**src/rtl/ewps_pkg.sv**
```systemverilog
// shared types and constants for the encoder period and speed block
package ewps_pkg;

    localparam int STAMP_BITS  = 24;
    localparam int PERIOD_BITS = STAMP_BITS + 1;
    localparam int POS_BITS    = 16;
    localparam int RES_BITS    = 17;
    localparam int WIN_BITS    = 4;
    localparam int TURN_BITS   = 16;
    localparam int WRAP_BITS   = 2;
    localparam int NUM_BITS    = 22;
    localparam int MAG_BITS    = 28;
    localparam int SPEED_BITS  = 29;
    localparam int CNT_BITS    = 5;
    localparam int CFG_IDX_BITS  = 1;
    localparam int CFG_DATA_BITS = RES_BITS;

    localparam int Q_DEPTH    = 4;
    localparam int Q_PTR_BITS = 2;
    localparam int Q_CNT_BITS = 3;

    localparam logic [PERIOD_BITS-1:0] STAMP_MAX = PERIOD_BITS'((64'd1 << STAMP_BITS) - 64'd1);
    localparam logic [NUM_BITS-1:0] SPEED_NUM = 22'd4000000;
    localparam int SPEED_MUL = 60;
    localparam logic [WRAP_BITS-1:0] STOP_WRAPS = 2'd2;

    localparam logic [RES_BITS-1:0] RES_RESET = 17'd4096;
    localparam logic [WIN_BITS-1:0] WIN_RESET = 4'd10;
    localparam logic [POS_BITS-1:0] FWD_MARK_RESET = 16'd10;
    localparam logic [POS_BITS-1:0] BWD_MARK_RESET = 16'd4086;

    localparam logic [CFG_IDX_BITS-1:0] REG_RESOLUTION = 1'b0;
    localparam logic [CFG_IDX_BITS-1:0] REG_WINDOW     = 1'b1;

    typedef enum logic [1:0] {
        FUNC_SAMPLE = 2'd0,
        FUNC_WRAP   = 2'd1,
        FUNC_REARM  = 2'd2
    } func_t;

    typedef enum logic [1:0] {
        CROSS_NONE = 2'd0,
        CROSS_FWD  = 2'd1,
        CROSS_BACK = 2'd2
    } cross_t;

    typedef struct packed {
        logic [TURN_BITS-1:0]   turns;
        logic [PERIOD_BITS-1:0] period;
        logic                   back;
        logic                   valid;
        cross_t                 crossed;
        logic                   div_req;
    } entry_t;

endpackage

```
**src/rtl/ewps_front.sv**
```systemverilog
// front end: accepts items, tracks marks and crossing state, pushes results to the queue
module ewps_front (
    input  logic                                 clk,
    input  logic                                 rst_n,
    input  logic                                 cfg_we,
    input  logic [ewps_pkg::CFG_IDX_BITS-1:0]    cfg_index,
    input  logic [ewps_pkg::CFG_DATA_BITS-1:0]   cfg_data,
    input  logic                                 in_valid,
    input  logic [1:0]                           func,
    input  logic [ewps_pkg::POS_BITS-1:0]        encoder_count,
    input  logic [ewps_pkg::STAMP_BITS-1:0]      timestamp,
    input  logic                                 q_full,
    output logic                                 push,
    output ewps_pkg::entry_t                     push_entry
);

    logic [ewps_pkg::RES_BITS-1:0]    res_reg, res_next;
    logic [ewps_pkg::WIN_BITS-1:0]    wh_reg, wh_next;
    logic [ewps_pkg::POS_BITS-1:0]    fwd_reg, fwd_next;
    logic [ewps_pkg::POS_BITS-1:0]    bwd_reg, bwd_next;
    logic [ewps_pkg::TURN_BITS-1:0]   turns_reg, turns_next;
    logic [ewps_pkg::STAMP_BITS-1:0]  last_reg, last_next;
    logic [ewps_pkg::PERIOD_BITS-1:0] period_reg, period_next;
    logic                             back_reg, back_next;
    logic                             valid_reg, valid_next;
    logic [ewps_pkg::WRAP_BITS-1:0]   wrap_reg, wrap_next;

    logic [ewps_pkg::RES_BITS-1:0]    fwd_sum;
    logic [ewps_pkg::RES_BITS-1:0]    bwd_sum;
    logic [ewps_pkg::POS_BITS-1:0]    arm_fwd;
    logic [ewps_pkg::POS_BITS-1:0]    arm_bwd;
    logic [ewps_pkg::PERIOD_BITS-1:0] diff;
    logic [ewps_pkg::PERIOD_BITS-1:0] period_new;
    logic [ewps_pkg::WRAP_BITS-1:0]   wrap_inc;
    ewps_pkg::cross_t                 crossed;

    // marks around the sample position, modulo resolution
    always_comb
    begin
        fwd_sum = {1'b0, encoder_count} + ewps_pkg::RES_BITS'(wh_reg);
        if (fwd_sum >= res_reg)
        begin
            fwd_sum = fwd_sum - res_reg;
        end
        bwd_sum = {1'b0, encoder_count} - ewps_pkg::RES_BITS'(wh_reg);
        if (encoder_count < ewps_pkg::POS_BITS'(wh_reg))
        begin
            bwd_sum = bwd_sum + res_reg;
        end
        arm_fwd = fwd_sum[ewps_pkg::POS_BITS-1:0];
        arm_bwd = bwd_sum[ewps_pkg::POS_BITS-1:0];
    end

    // elapsed time on the down counter, with wrap
    always_comb
    begin
        diff = {1'b0, last_reg} - {1'b0, timestamp};
        if (last_reg <= timestamp)
        begin
            period_new = diff + ewps_pkg::STAMP_MAX;
        end
        else
        begin
            period_new = diff;
        end
    end

    always_comb
    begin
        res_next    = res_reg;
        wh_next     = wh_reg;
        fwd_next    = fwd_reg;
        bwd_next    = bwd_reg;
        turns_next  = turns_reg;
        last_next   = last_reg;
        period_next = period_reg;
        back_next   = back_reg;
        valid_next  = valid_reg;
        wrap_next   = wrap_reg;
        crossed     = ewps_pkg::CROSS_NONE;
        push        = in_valid && !q_full;
        wrap_inc    = (wrap_reg < ewps_pkg::STOP_WRAPS) ? wrap_reg + 1'b1 : wrap_reg;

        if (cfg_we)
        begin
            case (cfg_index)
                ewps_pkg::REG_RESOLUTION: res_next = cfg_data[ewps_pkg::RES_BITS-1:0];
                ewps_pkg::REG_WINDOW:     wh_next  = cfg_data[ewps_pkg::WIN_BITS-1:0];
                default:                  res_next = res_reg;
            endcase
        end

        if (push)
        begin
            case (func)
                ewps_pkg::FUNC_SAMPLE:
                begin
                    if (encoder_count == fwd_reg)
                    begin
                        crossed = ewps_pkg::CROSS_FWD;
                    end
                    else if (encoder_count == bwd_reg)
                    begin
                        crossed = ewps_pkg::CROSS_BACK;
                    end
                    if (crossed != ewps_pkg::CROSS_NONE)
                    begin
                        fwd_next    = arm_fwd;
                        bwd_next    = arm_bwd;
                        turns_next  = (crossed == ewps_pkg::CROSS_FWD) ?
                                      turns_reg + 1'b1 : turns_reg - 1'b1;
                        period_next = period_new;
                        back_next   = (crossed == ewps_pkg::CROSS_BACK);
                        valid_next  = 1'b1;
                        wrap_next   = '0;
                        last_next   = timestamp;
                    end
                end
                ewps_pkg::FUNC_WRAP:
                begin
                    wrap_next = wrap_inc;
                    if (wrap_inc >= ewps_pkg::STOP_WRAPS)
                    begin
                        wrap_next  = ewps_pkg::STOP_WRAPS;
                        valid_next = 1'b0;
                    end
                end
                ewps_pkg::FUNC_REARM:
                begin
                    fwd_next = arm_fwd;
                    bwd_next = arm_bwd;
                end
                default:
                begin
                    crossed = ewps_pkg::CROSS_NONE;
                end
            endcase
        end

        push_entry.turns   = turns_next;
        push_entry.period  = period_next;
        push_entry.back    = back_next;
        push_entry.valid   = valid_next;
        push_entry.crossed = crossed;
        push_entry.div_req = (crossed != ewps_pkg::CROSS_NONE) && (period_new != '0);
    end

    always_ff @(posedge clk or negedge rst_n)
    begin
        if (!rst_n)
        begin
            res_reg    <= ewps_pkg::RES_RESET;
            wh_reg     <= ewps_pkg::WIN_RESET;
            fwd_reg    <= ewps_pkg::FWD_MARK_RESET;
            bwd_reg    <= ewps_pkg::BWD_MARK_RESET;
            turns_reg  <= '0;
            last_reg   <= '0;
            period_reg <= '0;
            back_reg   <= 1'b0;
            valid_reg  <= 1'b0;
            wrap_reg   <= '0;
        end
        else
        begin
            res_reg    <= res_next;
            wh_reg     <= wh_next;
            fwd_reg    <= fwd_next;
            bwd_reg    <= bwd_next;
            turns_reg  <= turns_next;
            last_reg   <= last_next;
            period_reg <= period_next;
            back_reg   <= back_next;
            valid_reg  <= valid_next;
            wrap_reg   <= wrap_next;
        end
    end

    a_wrap_bound: assert property (@(posedge clk) disable iff (!rst_n)
        wrap_reg <= ewps_pkg::STOP_WRAPS)
        else $error("wrap tick count above stop limit");

endmodule

```
**src/rtl/ewps_queue.sv**
```systemverilog
// short result queue between front and back
module ewps_queue (
    input  logic             clk,
    input  logic             rst_n,
    input  logic             push,
    input  ewps_pkg::entry_t push_entry,
    output logic             full,
    input  logic             pop,
    output logic             head_valid,
    output ewps_pkg::entry_t head
);

    ewps_pkg::entry_t                 mem_reg [ewps_pkg::Q_DEPTH];
    logic [ewps_pkg::Q_PTR_BITS-1:0]  wr_ptr_reg, wr_ptr_next;
    logic [ewps_pkg::Q_PTR_BITS-1:0]  rd_ptr_reg, rd_ptr_next;
    logic [ewps_pkg::Q_CNT_BITS-1:0]  count_reg, count_next;

    assign full       = (count_reg == ewps_pkg::Q_CNT_BITS'(ewps_pkg::Q_DEPTH));
    assign head_valid = (count_reg != '0);
    assign head       = mem_reg[rd_ptr_reg];

    always_comb
    begin
        wr_ptr_next = push ? wr_ptr_reg + 1'b1 : wr_ptr_reg;
        rd_ptr_next = pop ? rd_ptr_reg + 1'b1 : rd_ptr_reg;
        count_next  = count_reg;
        if (push && !pop)
        begin
            count_next = count_reg + 1'b1;
        end
        else if (pop && !push)
        begin
            count_next = count_reg - 1'b1;
        end
    end

    always_ff @(posedge clk)
    begin
        if (push)
        begin
            mem_reg[wr_ptr_reg] <= push_entry;
        end
    end

    always_ff @(posedge clk or negedge rst_n)
    begin
        if (!rst_n)
        begin
            wr_ptr_reg <= '0;
            rd_ptr_reg <= '0;
            count_reg  <= '0;
        end
        else
        begin
            wr_ptr_reg <= wr_ptr_next;
            rd_ptr_reg <= rd_ptr_next;
            count_reg  <= count_next;
        end
    end

    a_count_bound: assert property (@(posedge clk) disable iff (!rst_n)
        count_reg <= ewps_pkg::Q_CNT_BITS'(ewps_pkg::Q_DEPTH))
        else $error("queue count above depth");

    a_no_pop_empty: assert property (@(posedge clk) disable iff (!rst_n)
        pop |-> head_valid)
        else $error("queue popped while empty");

endmodule

```
**src/rtl/ewps_back.sv**
```systemverilog
// back end: speed divider, scaling and output register
module ewps_back (
    input  logic                                  clk,
    input  logic                                  rst_n,
    input  logic                                  head_valid,
    input  ewps_pkg::entry_t                      head,
    output logic                                  pop,
    output logic                                  out_valid,
    input  logic                                  out_stall,
    output logic [ewps_pkg::TURN_BITS-1:0]        out_turns,
    output logic [ewps_pkg::STAMP_BITS-1:0]       out_period,
    output logic                                  out_back,
    output logic                                  out_pvalid,
    output logic [ewps_pkg::SPEED_BITS-1:0]       out_speed,
    output logic [1:0]                            out_crossed
);

    typedef enum logic [3:0] {
        ST_IDLE  = 4'b0001,
        ST_DIV   = 4'b0010,
        ST_SCALE = 4'b0100,
        ST_EMIT  = 4'b1000
    } state_t;

    state_t                               state_reg, state_next;
    ewps_pkg::entry_t                     work_reg, work_next;
    logic [ewps_pkg::PERIOD_BITS-1:0]     rem_reg, rem_next;
    logic [ewps_pkg::NUM_BITS-1:0]        quo_reg, quo_next;
    logic [ewps_pkg::CNT_BITS-1:0]        cnt_reg, cnt_next;
    logic [ewps_pkg::MAG_BITS-1:0]        mag_reg, mag_next;

    logic                                 out_valid_reg, out_valid_next;
    logic [ewps_pkg::TURN_BITS-1:0]       turns_reg, turns_next;
    logic [ewps_pkg::STAMP_BITS-1:0]      period_reg, period_next;
    logic                                 back_reg, back_next;
    logic                                 pvalid_reg, pvalid_next;
    logic [ewps_pkg::SPEED_BITS-1:0]      speed_reg, speed_next;
    logic [1:0]                           crossed_reg, crossed_next;

    logic                                 slot_free;
    logic [ewps_pkg::PERIOD_BITS:0]       rem_shift;
    logic [ewps_pkg::PERIOD_BITS:0]       rem_diff;
    ewps_pkg::entry_t                     load_entry;
    logic                                 load;

    function automatic logic [ewps_pkg::SPEED_BITS-1:0] signed_speed(
        input ewps_pkg::entry_t             e,
        input logic [ewps_pkg::MAG_BITS-1:0] mag
    );
        logic [ewps_pkg::SPEED_BITS-1:0] m;
        m = {1'b0, mag};
        if (e.valid && (e.period != '0))
        begin
            return e.back ? m : ('0 - m);
        end
        return '0;
    endfunction

    assign slot_free = !out_valid_reg || !out_stall;
    assign rem_shift = {rem_reg, ewps_pkg::SPEED_NUM[cnt_reg]};
    assign rem_diff  = rem_shift - {1'b0, work_reg.period};

    always_comb
    begin
        state_next     = state_reg;
        work_next      = work_reg;
        rem_next       = rem_reg;
        quo_next       = quo_reg;
        cnt_next       = cnt_reg;
        mag_next       = mag_reg;
        pop            = 1'b0;
        load           = 1'b0;
        load_entry     = head;

        case (state_reg)
            ST_IDLE:
            begin
                if (head_valid)
                begin
                    if (head.div_req)
                    begin
                        pop        = 1'b1;
                        work_next  = head;
                        rem_next   = '0;
                        quo_next   = '0;
                        cnt_next   = ewps_pkg::CNT_BITS'(ewps_pkg::NUM_BITS - 1);
                        state_next = ST_DIV;
                    end
                    else if (slot_free)
                    begin
                        pop  = 1'b1;
                        load = 1'b1;
                    end
                end
            end
            ST_DIV:
            begin
                // one quotient bit per cycle
                if (!rem_diff[ewps_pkg::PERIOD_BITS])
                begin
                    rem_next = rem_diff[ewps_pkg::PERIOD_BITS-1:0];
                    quo_next = {quo_reg[ewps_pkg::NUM_BITS-2:0], 1'b1};
                end
                else
                begin
                    rem_next = rem_shift[ewps_pkg::PERIOD_BITS-1:0];
                    quo_next = {quo_reg[ewps_pkg::NUM_BITS-2:0], 1'b0};
                end
                if (cnt_reg == '0)
                begin
                    state_next = ST_SCALE;
                end
                else
                begin
                    cnt_next = cnt_reg - 1'b1;
                end
            end
            ST_SCALE:
            begin
                mag_next   = {{(ewps_pkg::MAG_BITS - ewps_pkg::NUM_BITS){1'b0}}, quo_reg}
                             * ewps_pkg::MAG_BITS'(ewps_pkg::SPEED_MUL);
                state_next = ST_EMIT;
            end
            ST_EMIT:
            begin
                load_entry = work_reg;
                if (slot_free)
                begin
                    load       = 1'b1;
                    state_next = ST_IDLE;
                end
            end
            default:
            begin
                state_next = ST_IDLE;
            end
        endcase
    end

    always_comb
    begin
        out_valid_next = out_valid_reg && out_stall;
        turns_next     = turns_reg;
        period_next    = period_reg;
        back_next      = back_reg;
        pvalid_next    = pvalid_reg;
        speed_next     = speed_reg;
        crossed_next   = crossed_reg;
        if (load)
        begin
            out_valid_next = 1'b1;
            turns_next     = load_entry.turns;
            period_next    = load_entry.period[ewps_pkg::STAMP_BITS-1:0];
            back_next      = load_entry.back;
            pvalid_next    = load_entry.valid;
            speed_next     = signed_speed(load_entry, mag_reg);
            crossed_next   = load_entry.crossed;
        end
    end

    always_ff @(posedge clk or negedge rst_n)
    begin
        if (!rst_n)
        begin
            state_reg     <= ST_IDLE;
            out_valid_reg <= 1'b0;
        end
        else
        begin
            state_reg     <= state_next;
            out_valid_reg <= out_valid_next;
        end
    end

    always_ff @(posedge clk)
    begin
        work_reg    <= work_next;
        rem_reg     <= rem_next;
        quo_reg     <= quo_next;
        cnt_reg     <= cnt_next;
        mag_reg     <= mag_next;
        turns_reg   <= turns_next;
        period_reg  <= period_next;
        back_reg    <= back_next;
        pvalid_reg  <= pvalid_next;
        speed_reg   <= speed_next;
        crossed_reg <= crossed_next;
    end

    assign out_valid   = out_valid_reg;
    assign out_turns   = turns_reg;
    assign out_period  = period_reg;
    assign out_back    = back_reg;
    assign out_pvalid  = pvalid_reg;
    assign out_speed   = speed_reg;
    assign out_crossed = crossed_reg;

    a_div_nonzero: assert property (@(posedge clk) disable iff (!rst_n)
        (state_reg == ST_DIV) |-> (work_reg.period != '0))
        else $error("divide started on zero period");

    a_div_done: assert property (@(posedge clk) disable iff (!rst_n)
        (state_reg == ST_DIV && cnt_reg == '0) |=> (state_reg == ST_SCALE))
        else $error("divider did not finish into scaling");

endmodule

```
**src/rtl/encoder_window_period_speed.sv**
```systemverilog
// top level of the encoder window period and speed block
//
// input channel: in_valid / in_stall with func, encoder_count and timestamp;
// func selects a position sample, a timestamp wrap tick or a re-arm of the marks.
// output channel: out_valid / out_stall, one result item per input item, in order,
// carrying turn count, period, direction, period valid flag, speed and crossing code.
// configuration: cfg_we writes cfg_data into register cfg_index
// (0 encoder resolution, 1 window half width); marks take new values when next placed.
// the front end updates all position state in the cycle an item is accepted
// and places the result in a four-entry queue; in_stall is high while it is full.
// items that need no new speed pass from the queue straight to the output register.
// a mark crossing with a nonzero period runs a radix-2 divider for 22 quotient bits
// and a scaling step before delivery; the back end takes no new item meanwhile.
// sustained rate is one item per cycle without crossings while out_stall is low.
// when out_stall is high the result register holds and the queue fills behind it.
// reset sets marks at 10 and 4086, resolution 4096, stopped, no turns, nothing queued.
module encoder_window_period_speed (
    input  logic                                       clk,
    input  logic                                       rst_n,
    input  logic                                       cfg_we,
    input  logic [ewps_pkg::CFG_IDX_BITS-1:0]          cfg_index,
    input  logic [ewps_pkg::CFG_DATA_BITS-1:0]         cfg_data,
    input  logic                                       in_valid,
    output logic                                       in_stall,
    input  logic [1:0]                                 func,
    input  logic [ewps_pkg::POS_BITS-1:0]              encoder_count,
    input  logic [ewps_pkg::STAMP_BITS-1:0]            timestamp,
    output logic                                       out_valid,
    input  logic                                       out_stall,
    output logic signed [ewps_pkg::TURN_BITS-1:0]      turn_count,
    output logic [ewps_pkg::STAMP_BITS-1:0]            period_ticks,
    output logic                                       direction_back,
    output logic                                       period_valid,
    output logic signed [ewps_pkg::SPEED_BITS-1:0]     speed_rpm,
    output logic [1:0]                                 crossed
);

    logic                                   push;
    ewps_pkg::entry_t                       push_entry;
    logic                                   q_full;
    logic                                   pop;
    logic                                   head_valid;
    ewps_pkg::entry_t                       head;
    logic [ewps_pkg::TURN_BITS-1:0]         turns_u;
    logic [ewps_pkg::SPEED_BITS-1:0]        speed_u;

    assign in_stall = q_full;

    ewps_front u_front (
        .clk           (clk),
        .rst_n         (rst_n),
        .cfg_we        (cfg_we),
        .cfg_index     (cfg_index),
        .cfg_data      (cfg_data),
        .in_valid      (in_valid),
        .func          (func),
        .encoder_count (encoder_count),
        .timestamp     (timestamp),
        .q_full        (q_full),
        .push          (push),
        .push_entry    (push_entry)
    );

    ewps_queue u_queue (
        .clk        (clk),
        .rst_n      (rst_n),
        .push       (push),
        .push_entry (push_entry),
        .full       (q_full),
        .pop        (pop),
        .head_valid (head_valid),
        .head       (head)
    );

    ewps_back u_back (
        .clk         (clk),
        .rst_n       (rst_n),
        .head_valid  (head_valid),
        .head        (head),
        .pop         (pop),
        .out_valid   (out_valid),
        .out_stall   (out_stall),
        .out_turns   (turns_u),
        .out_period  (period_ticks),
        .out_back    (direction_back),
        .out_pvalid  (period_valid),
        .out_speed   (speed_u),
        .out_crossed (crossed)
    );

    assign turn_count = $signed(turns_u);
    assign speed_rpm  = $signed(speed_u);

endmodule

```
**config.mk**
```make
export PLATFORM = sky130hd
export DESIGN_NAME = encoder_window_period_speed
export DESIGN_NICKNAME = d
export VERILOG_FILES = /design/src/rtl/ewps_pkg.sv /design/src/rtl/ewps_front.sv /design/src/rtl/ewps_queue.sv /design/src/rtl/ewps_back.sv /design/src/rtl/encoder_window_period_speed.sv
export SDC_FILE = /design/constraint.sdc
export NUM_CORES = 1
export LEC_CHECK = 0
export BUFFER_PORTS_ARGS = -buffer_cell sky130_fd_sc_hd__buf_2
export CAP_MARGIN = 10
export CORE_MARGIN = 3
export CORE_UTILIZATION = 40
export CTS_CLUSTER_DIAMETER = 60
export DETAILED_ROUTE_END_ITERATION = 10
export GPL_ROUTABILITY_DRIVEN = 1
export PLACE_DENSITY = 0.67
export SYNTH_ARGS = -nofsm -noshare
export SYNTH_HDL_FRONTEND = slang
export SYNTH_SLANG_ARGS = --single-unit
```
**constraint.sdc**
```tcl
create_clock -name clk -period 7.3 [get_ports clk]
set_clock_uncertainty 0.05 [all_clocks]
set_input_delay 0.73 -clock clk [delete_from_list [all_inputs] [get_ports clk]]
set_output_delay 0.73 -clock clk [all_outputs]
set_load 0.01 [all_outputs]
```
# Word level (Yosys, flattened, before mapping)
# Memories as Yosys holds them, arrays and structs flattened. A register that Yosys moved wholly into a read port is not among the register bits.
# Cells that the tools add are included.
[totals]
ramBits = 184
mem_count = 2
out_inout_bits = 75
elab_cells = 172
romBits = 32
register_bits = 330
[memory_table]
columns = ["memory", "words", "width", "rd", "rd_clocked_by_memory_dff", "wr", "line", "text"]
rows = [
  ["u_queue.mem_reg", 4, 46, 1, 0, 1, "ewps_queue.sv:13", "ewps_pkg::entry_t mem_reg [ewps_pkg::Q_DEPTH];"],
  ["(no name shown)", 32, 1, 1, 1, 0, "ewps_back.sv:60", "assign rem_shift = {rem_reg, ewps_pkg::SPEED_NUM[cnt_reg]};"],
]
[op_classes]
add_sub_neg = 16
n_mux = 67
n_bitwise = 1
order_cmp = 6
n_reduce_logical = 32
multipliers = 1
eq_ne = 17
[ops]
columns = ["operator", "count"]
rows = [
  ["$mux 25", 7],
  ["$mux 16", 8],
  ["$pmux 16 s2", 2],
  ["$mux 29", 2],
  ["$pmux 25 s2", 1],
  ["$reduce_bool 25->1", 2],
  ["$mux 46", 1],
  ["$mux 22", 2],
  ["$pmux 22 s2", 1],
  ["$eq 16x16->1", 2],
  ["$sub 1x28->29 const A", 1],
  ["$mul 22x4->26 const B", 1],
  ["$sub 26x25->26", 1],
  ["$add 25x24->25 const B", 1],
  ["$sub 24x24->25", 1],
  ["$le 24x24->1", 1],
  ["$mux 5", 4],
  ["$mux 1", 19],
  ["$mux 2", 9],
  ["$add 16x4->17", 1],
  ["$ge 17x17->1", 1],
  ["$add 16x1->16 const B", 1],
  ["$add 16x16->16", 1],
  ["$lt 16x4->1", 1],
  ["other kinds (36)", 69],
]

# Longest topological paths before layout
[logic_depth]
ltp_word = 10
ltp_mapped = 21

# Hierarchy
# A second synthesis with hierarchy kept.
[hier_totals]
hier_cells = 2450
area_unflattened_um2 = 28626.2
[by_module_without_submodules]
columns = ["module", "area_each_um2", "n_inst", "seq_area_each_um2", "cells_per_inst"]
rows = [
  ["ewps_back", 11639.9, 1, 5972.0, 971],
  ["ewps_front", 9960.8, 1, 3071.7, 1205],
  ["ewps_queue", 7025.5, 1, 5700.5, 274],
]

# Worst setup path before layout
# OpenSTA, ideal clock, no wires.
[synth_timing]
path_kind = "register to register"
start = "register u_back.state_reg[1]"
end = "register u_back.back_reg, in the netlist u_back.out_back (enable)"
required_time_ns = 6.726
slack_ns = 1.647
arrival_ns = 5.080
path_buffers = 2
setup_ns = 0.524
path_stages_with_launch = 6
path_cell_list = "dfrtp_1 nor4b_1 clkbuf_1 clkbuf_1 a21oi_1 a21oi_1"
[synth_via]
elab_chain_cells = 2
[synth_rtl]
columns = ["item", "line", "text"]
rows = [
  ["start, declared", "ewps_back.sv:25", "state_t state_reg, state_next;"],
  ["start signal, assigned", "ewps_back.sv:170", "state_reg <= state_next;"],
  ["$eq 4x4->1 or $eq 4x1->1 (tied branches)", "ewps_back.sv:75", "case (state_reg)"],
  ["$pmux 1 s2 (*)", "ewps_back.sv:75", ""],
  ["net u_back.load", "ewps_back.sv:44", "logic load;"],
  ["end signal, assigned", "ewps_back.sv:184", "back_reg <= back_next;"],
  ["end, declared", "ewps_back.sv:35", "logic back_reg, back_next;"],
]
# The timed path passes the listed nets; every way through them passes the cells marked *.
# A chain may end at the register's enable or synchronous reset.

# Worst setup path after layout
[layout_timing]
start = "register u_back.quo_reg[0] in the netlist's numbering"
end = "register u_back.mag_reg[27] in the netlist's numbering, data pin"
[layout_via]
elab_chain_cells = 1
[layout_rtl]
columns = ["item", "line", "text"]
rows = [
  ["start, declared", "ewps_back.sv:28", "logic [ewps_pkg::NUM_BITS-1:0] quo_reg, quo_next;"],
  ["start signal, assigned", "ewps_back.sv:179", "quo_reg <= quo_next;"],
  ["$mul 22x4->26", "ewps_back.sv:121", "* ewps_pkg::MAG_BITS'(ewps_pkg::SPEED_MUL);"],
  ["end signal, assigned", "ewps_back.sv:181", "mag_reg <= mag_next;"],
  ["end, declared", "ewps_back.sv:30", "logic [ewps_pkg::MAG_BITS-1:0] mag_reg, mag_next;"],
]
# No other way between the ends.

==> metrics.md <==
| Metric | Value |
|---|---|
| Die ar. | `around 74000 µm²` |
| Worst Setup Start Kind | `flop` |
| Worst vdd ir | `339 µV` |
| Compound-cell area share of the yosys netlist | `between 10% and 20%` |
| Synth Area in Adders | `9.72%` |
| Main synth FF type | `edfxtp_1` |
| Final period utilization | `between 60% and 70%` |
| Hpwl dp | `43.4 mm` |
| Vias in the first global route | `18700` |
| Final Setup Violations | `0` |
| Largest net degree at the start of global routing | `117` |
| Mux share of post-synthesis cell area | `about 6.5%` |
| Core area | `70100 µm²` |
| Most frequent cells in the layout | `edfxtp_1, nand2_1, o21ai_0` |
| Overall Global Routing Usage | `16.3%` |
| Via count | `18800` |
| Yosys cell types | `96` |
| # fillers | `6403` |
| # port buffers | `between 100 and 150` |
| Worst slack at placement | `1.99 ns` |
| Synth Instances | `2414` |
| Slew HR | `22.2%` |
| Htree depth | `2` |
| DR pass1 iterations | `5` |
| F_max | `0.205 GHz` |
| Total CTS buffers | `58` |
| RSZ-0062 raised after global routing | `no` |
| CTS hold repair buffers | `0` |
| Starting Density | `40.4%` |
| Ys Warns | `0` |
| Max-slew violations | `0` |
| First-pass GRT wire length | `98.6 mm` |
| CTS tree | `yes` |
| DRT Wirelength | `60.4 mm` |
| Die span in x | `between 200 and 300 µm` |
| Share of layout cells above drive strength 1 | `around 17%` |
| CTS sink cnt | `513` |
| Sequence of cells on the critical path | `fa_1 -> inv_1 -> fa_1 -> inv_1 -> ha_1 -> a21o_1 -> a21o_1 -> a21oi_1 -> o21ai_0 -> a211oi_1 -> a2111oi_0 -> o41a_1 -> a311oi_1 -> o21bai_1 -> a21oi_1 -> xnor2_1` |
| Row count | `97` |
| Worst-skew pair later-pin latency | `0.63 ns` |
| CP delay by family, top | `compound AO/OA/AOI/OAI gates` |
| Finished Layout Cells | `3537` |
| Total gr overflow | `0` |
| Buf/Inv on CP | `2` |
| Largest stage delay, worst path | `0.61 ns` |
| Setup_tns | `0 ns` |
| CP max FO | `4` |
| Max-cap violations | `0` |
| Status | `complete, no violations` |
| Largest family of logic cells by synthesized area | `compound AO/OA/AOI/OAI gates` |
| Leak pwr | `12.7 nW` |
| Simple-gate portion of the synthesized area | `~11%` |
| CTS root buffer | `clkbuf_16` |
| Post-synthesis sequential area ratio | `between 50% and 60%` |
| Clk buf depth | `3` |
| Final hold slack | `about 0.055 ns` |
| Area Overhead vs Synth | `13.3%` |
| Max FFs per register | `184` |
| CP required | `7.62 ns` |
| Crit-path slowest cell | `fa_1` |
| Hold Fails Final Rpt | `0` |
| Most common cell after layout, fill and taps aside | `edfxtp_1` |
| Nets | `2800` |
| Resize count post-CTS | `0` |
| Remaining antenna violation count | `0` |
| Post-DR wirelength/cell | `17.1 µm` |
| Antenna violations before repair | `4` |
| Post-synth ARST share | `26.1%` |
| Setup ws final | `2.43 ns` |
| Initial DRC Count | `1162` |
| Crit Path Category | `flop to flop` |
| Number of synthesized flops with an enable pin | `378` |
| Vias per cell | `between 5 and 6` |
| Placer Congestion | `0.888` |
| Clock transition at the registers of the reported paths | `0.06 ns` |
| Syn avg cell area | `11.8 µm²` |
| Clock period minus worst slack | `a little under 5 ns` |
| Dpl cells | `3422` |
| Arr. time, crit path | `around 5.2 ns` |
| Yosys reg bits | `513` |
| Io pins | `140` |
| Critical path endpoint category | `flop` |
| Post-CTS Setup Inserts | `0` |
| Actual slew at the worst max-slew pin | `1.16 ns` |
| Vert. Die Dim | `approximately 270 µm` |
| Hold WC Path Type | `input pin to async pin` |
| DRC Markers | `0` |
| Syn Std Cell Area | `28400 µm²` |
| Pwr/cell area | `488 nW/µm²` |
| Synth Area in XOR/XNOR | `5.83%` |
per-layer routing:
| layer | routed length, µm | global-route usage (%) | part of all wire [%] | up-vias |
|---|---|---|---|---|
| met5 | 11 | 0 | 0.018 | - |
| met4 | 1250 | 3.93 | 2.1 | 2 |
| met3 | 3010 | 2.67 | 5.0 | 90 |
| met2 | 29400 | 28.0 | 49 | 427 |
| met1 | 26800 | 21.4 | 44 | 9106 |
| li1 | - | - | - | 9127 |
cell type report:
cell class	count	area, µm²	area share, %
antenna	3	7.51	0.0234
clock buffer	65	1530	4.75
inverter	145	544	1.69
timing repair buffer	157	852	2.65
sequential	513	14700	45.9
tap	940	1180	3.66
clock inverter	45	482	1.50
multi-input combinational	1669	12800	39.9
worst register-to-register path: stages, from the launching register on:
cell and delay, ns:
edfxtp_1 0.47, fa_1 0.61, inv_1 0.07, fa_1 0.49, inv_1 0.06, ha_1 0.27
a21o_1 0.18, a21o_1 0.19, a21oi_1 0.18, o21ai_0 0.18, a211oi_1 0.45, a2111oi_0 0.28
o41a_1 0.49, a311oi_1 0.30, o21bai_1 0.11, a21oi_1 0.18, xnor2_1 0.08
power by group:
group          internal (mW)  switching (mW)  total, mW
Combinational           3.28            4.35       7.63
Clock                   1.75            1.24       2.99
Sequential              4.56           0.507       5.07
Total                   9.59            6.10       15.7
kinds of logic after synthesis:
logic type | after synthesis
DFF | 513
buffers and inverters | 233
and+or+nand+nor | 634
other | 1
xor gates and xnor gates | 187
muxes | 120
adders and majority gates | 191
AOI/OAI and AO/OA | 535
through the flow:
| stage | utilization (%) | instance area (µm²) | total power, mW |
|---|---|---|---|
| 4_1_cts | 45.8 | 32100 | 15.8 |
| 6_report | 45.8 | 32100 | 15.7 |
| 2_1_floorplan | - | 28400 | 10.9 |
| 5_1_grt | 45.8 | 32100 | 17.0 |
| 3_3_place_gp | 42.9 | 30100 | 12.5 |
| 3_5_place_dp | 42.9 | 30100 | 12.7 |
final timing paths:
| kind | startpoint | endpoint | slack [ns] | cells after the start |
|---|---|---|---|---|
| max | u_back.quo_reg[0]$_SDFFCE_PP0P_ | u_back.mag_reg[27]$_DFFE_PP_ | 2.43 | 16 |
| min | rst_n | u_front.fwd_reg[15]$_DFFE_PN0P_ | 0.05 | 1 |
| max reg2reg | u_back.quo_reg[0]$_SDFFCE_PP0P_ | u_back.mag_reg[27]$_DFFE_PP_ | 2.43 | 16 |
| min reg2reg | u_queue.count_reg[2]$_DFFE_PN0P_ | u_queue.count_reg[2]$_DFFE_PN0P_ | 0.43 | 1 |
| max in group asynchronous | rst_n | u_front.period_reg[4]$_DFF_PN0_ | 5.72 | 2 |
| min in group clk | cfg_data[10] | u_front.res_reg[10]$_DFFE_PN0P_ | 0.25 | 3 |
cell usage after synthesis, types with 21 or more instances:
cell,instances,area [µm²]
a211oi_1,21,158
a21o_1,48,360
a21oi_1,138,691
and2_1,35,219
clkbuf_1,63,236
dfrtp_1,118,2950
edfxtp_1,378,11400
fa_1,49,981
ha_1,142,1780
inv_1,144,541
mux2_2,55,619
mux4_2,46,1040
nand2_1,206,773
nand3_1,44,220
nand4_1,23,144
nor2_1,138,518
nor3_1,42,210
nor4_1,24,150
o21ai_0,183,916
xnor2_1,118,1030
xor2_1,67,587
(Power assumes the default switching activity.)
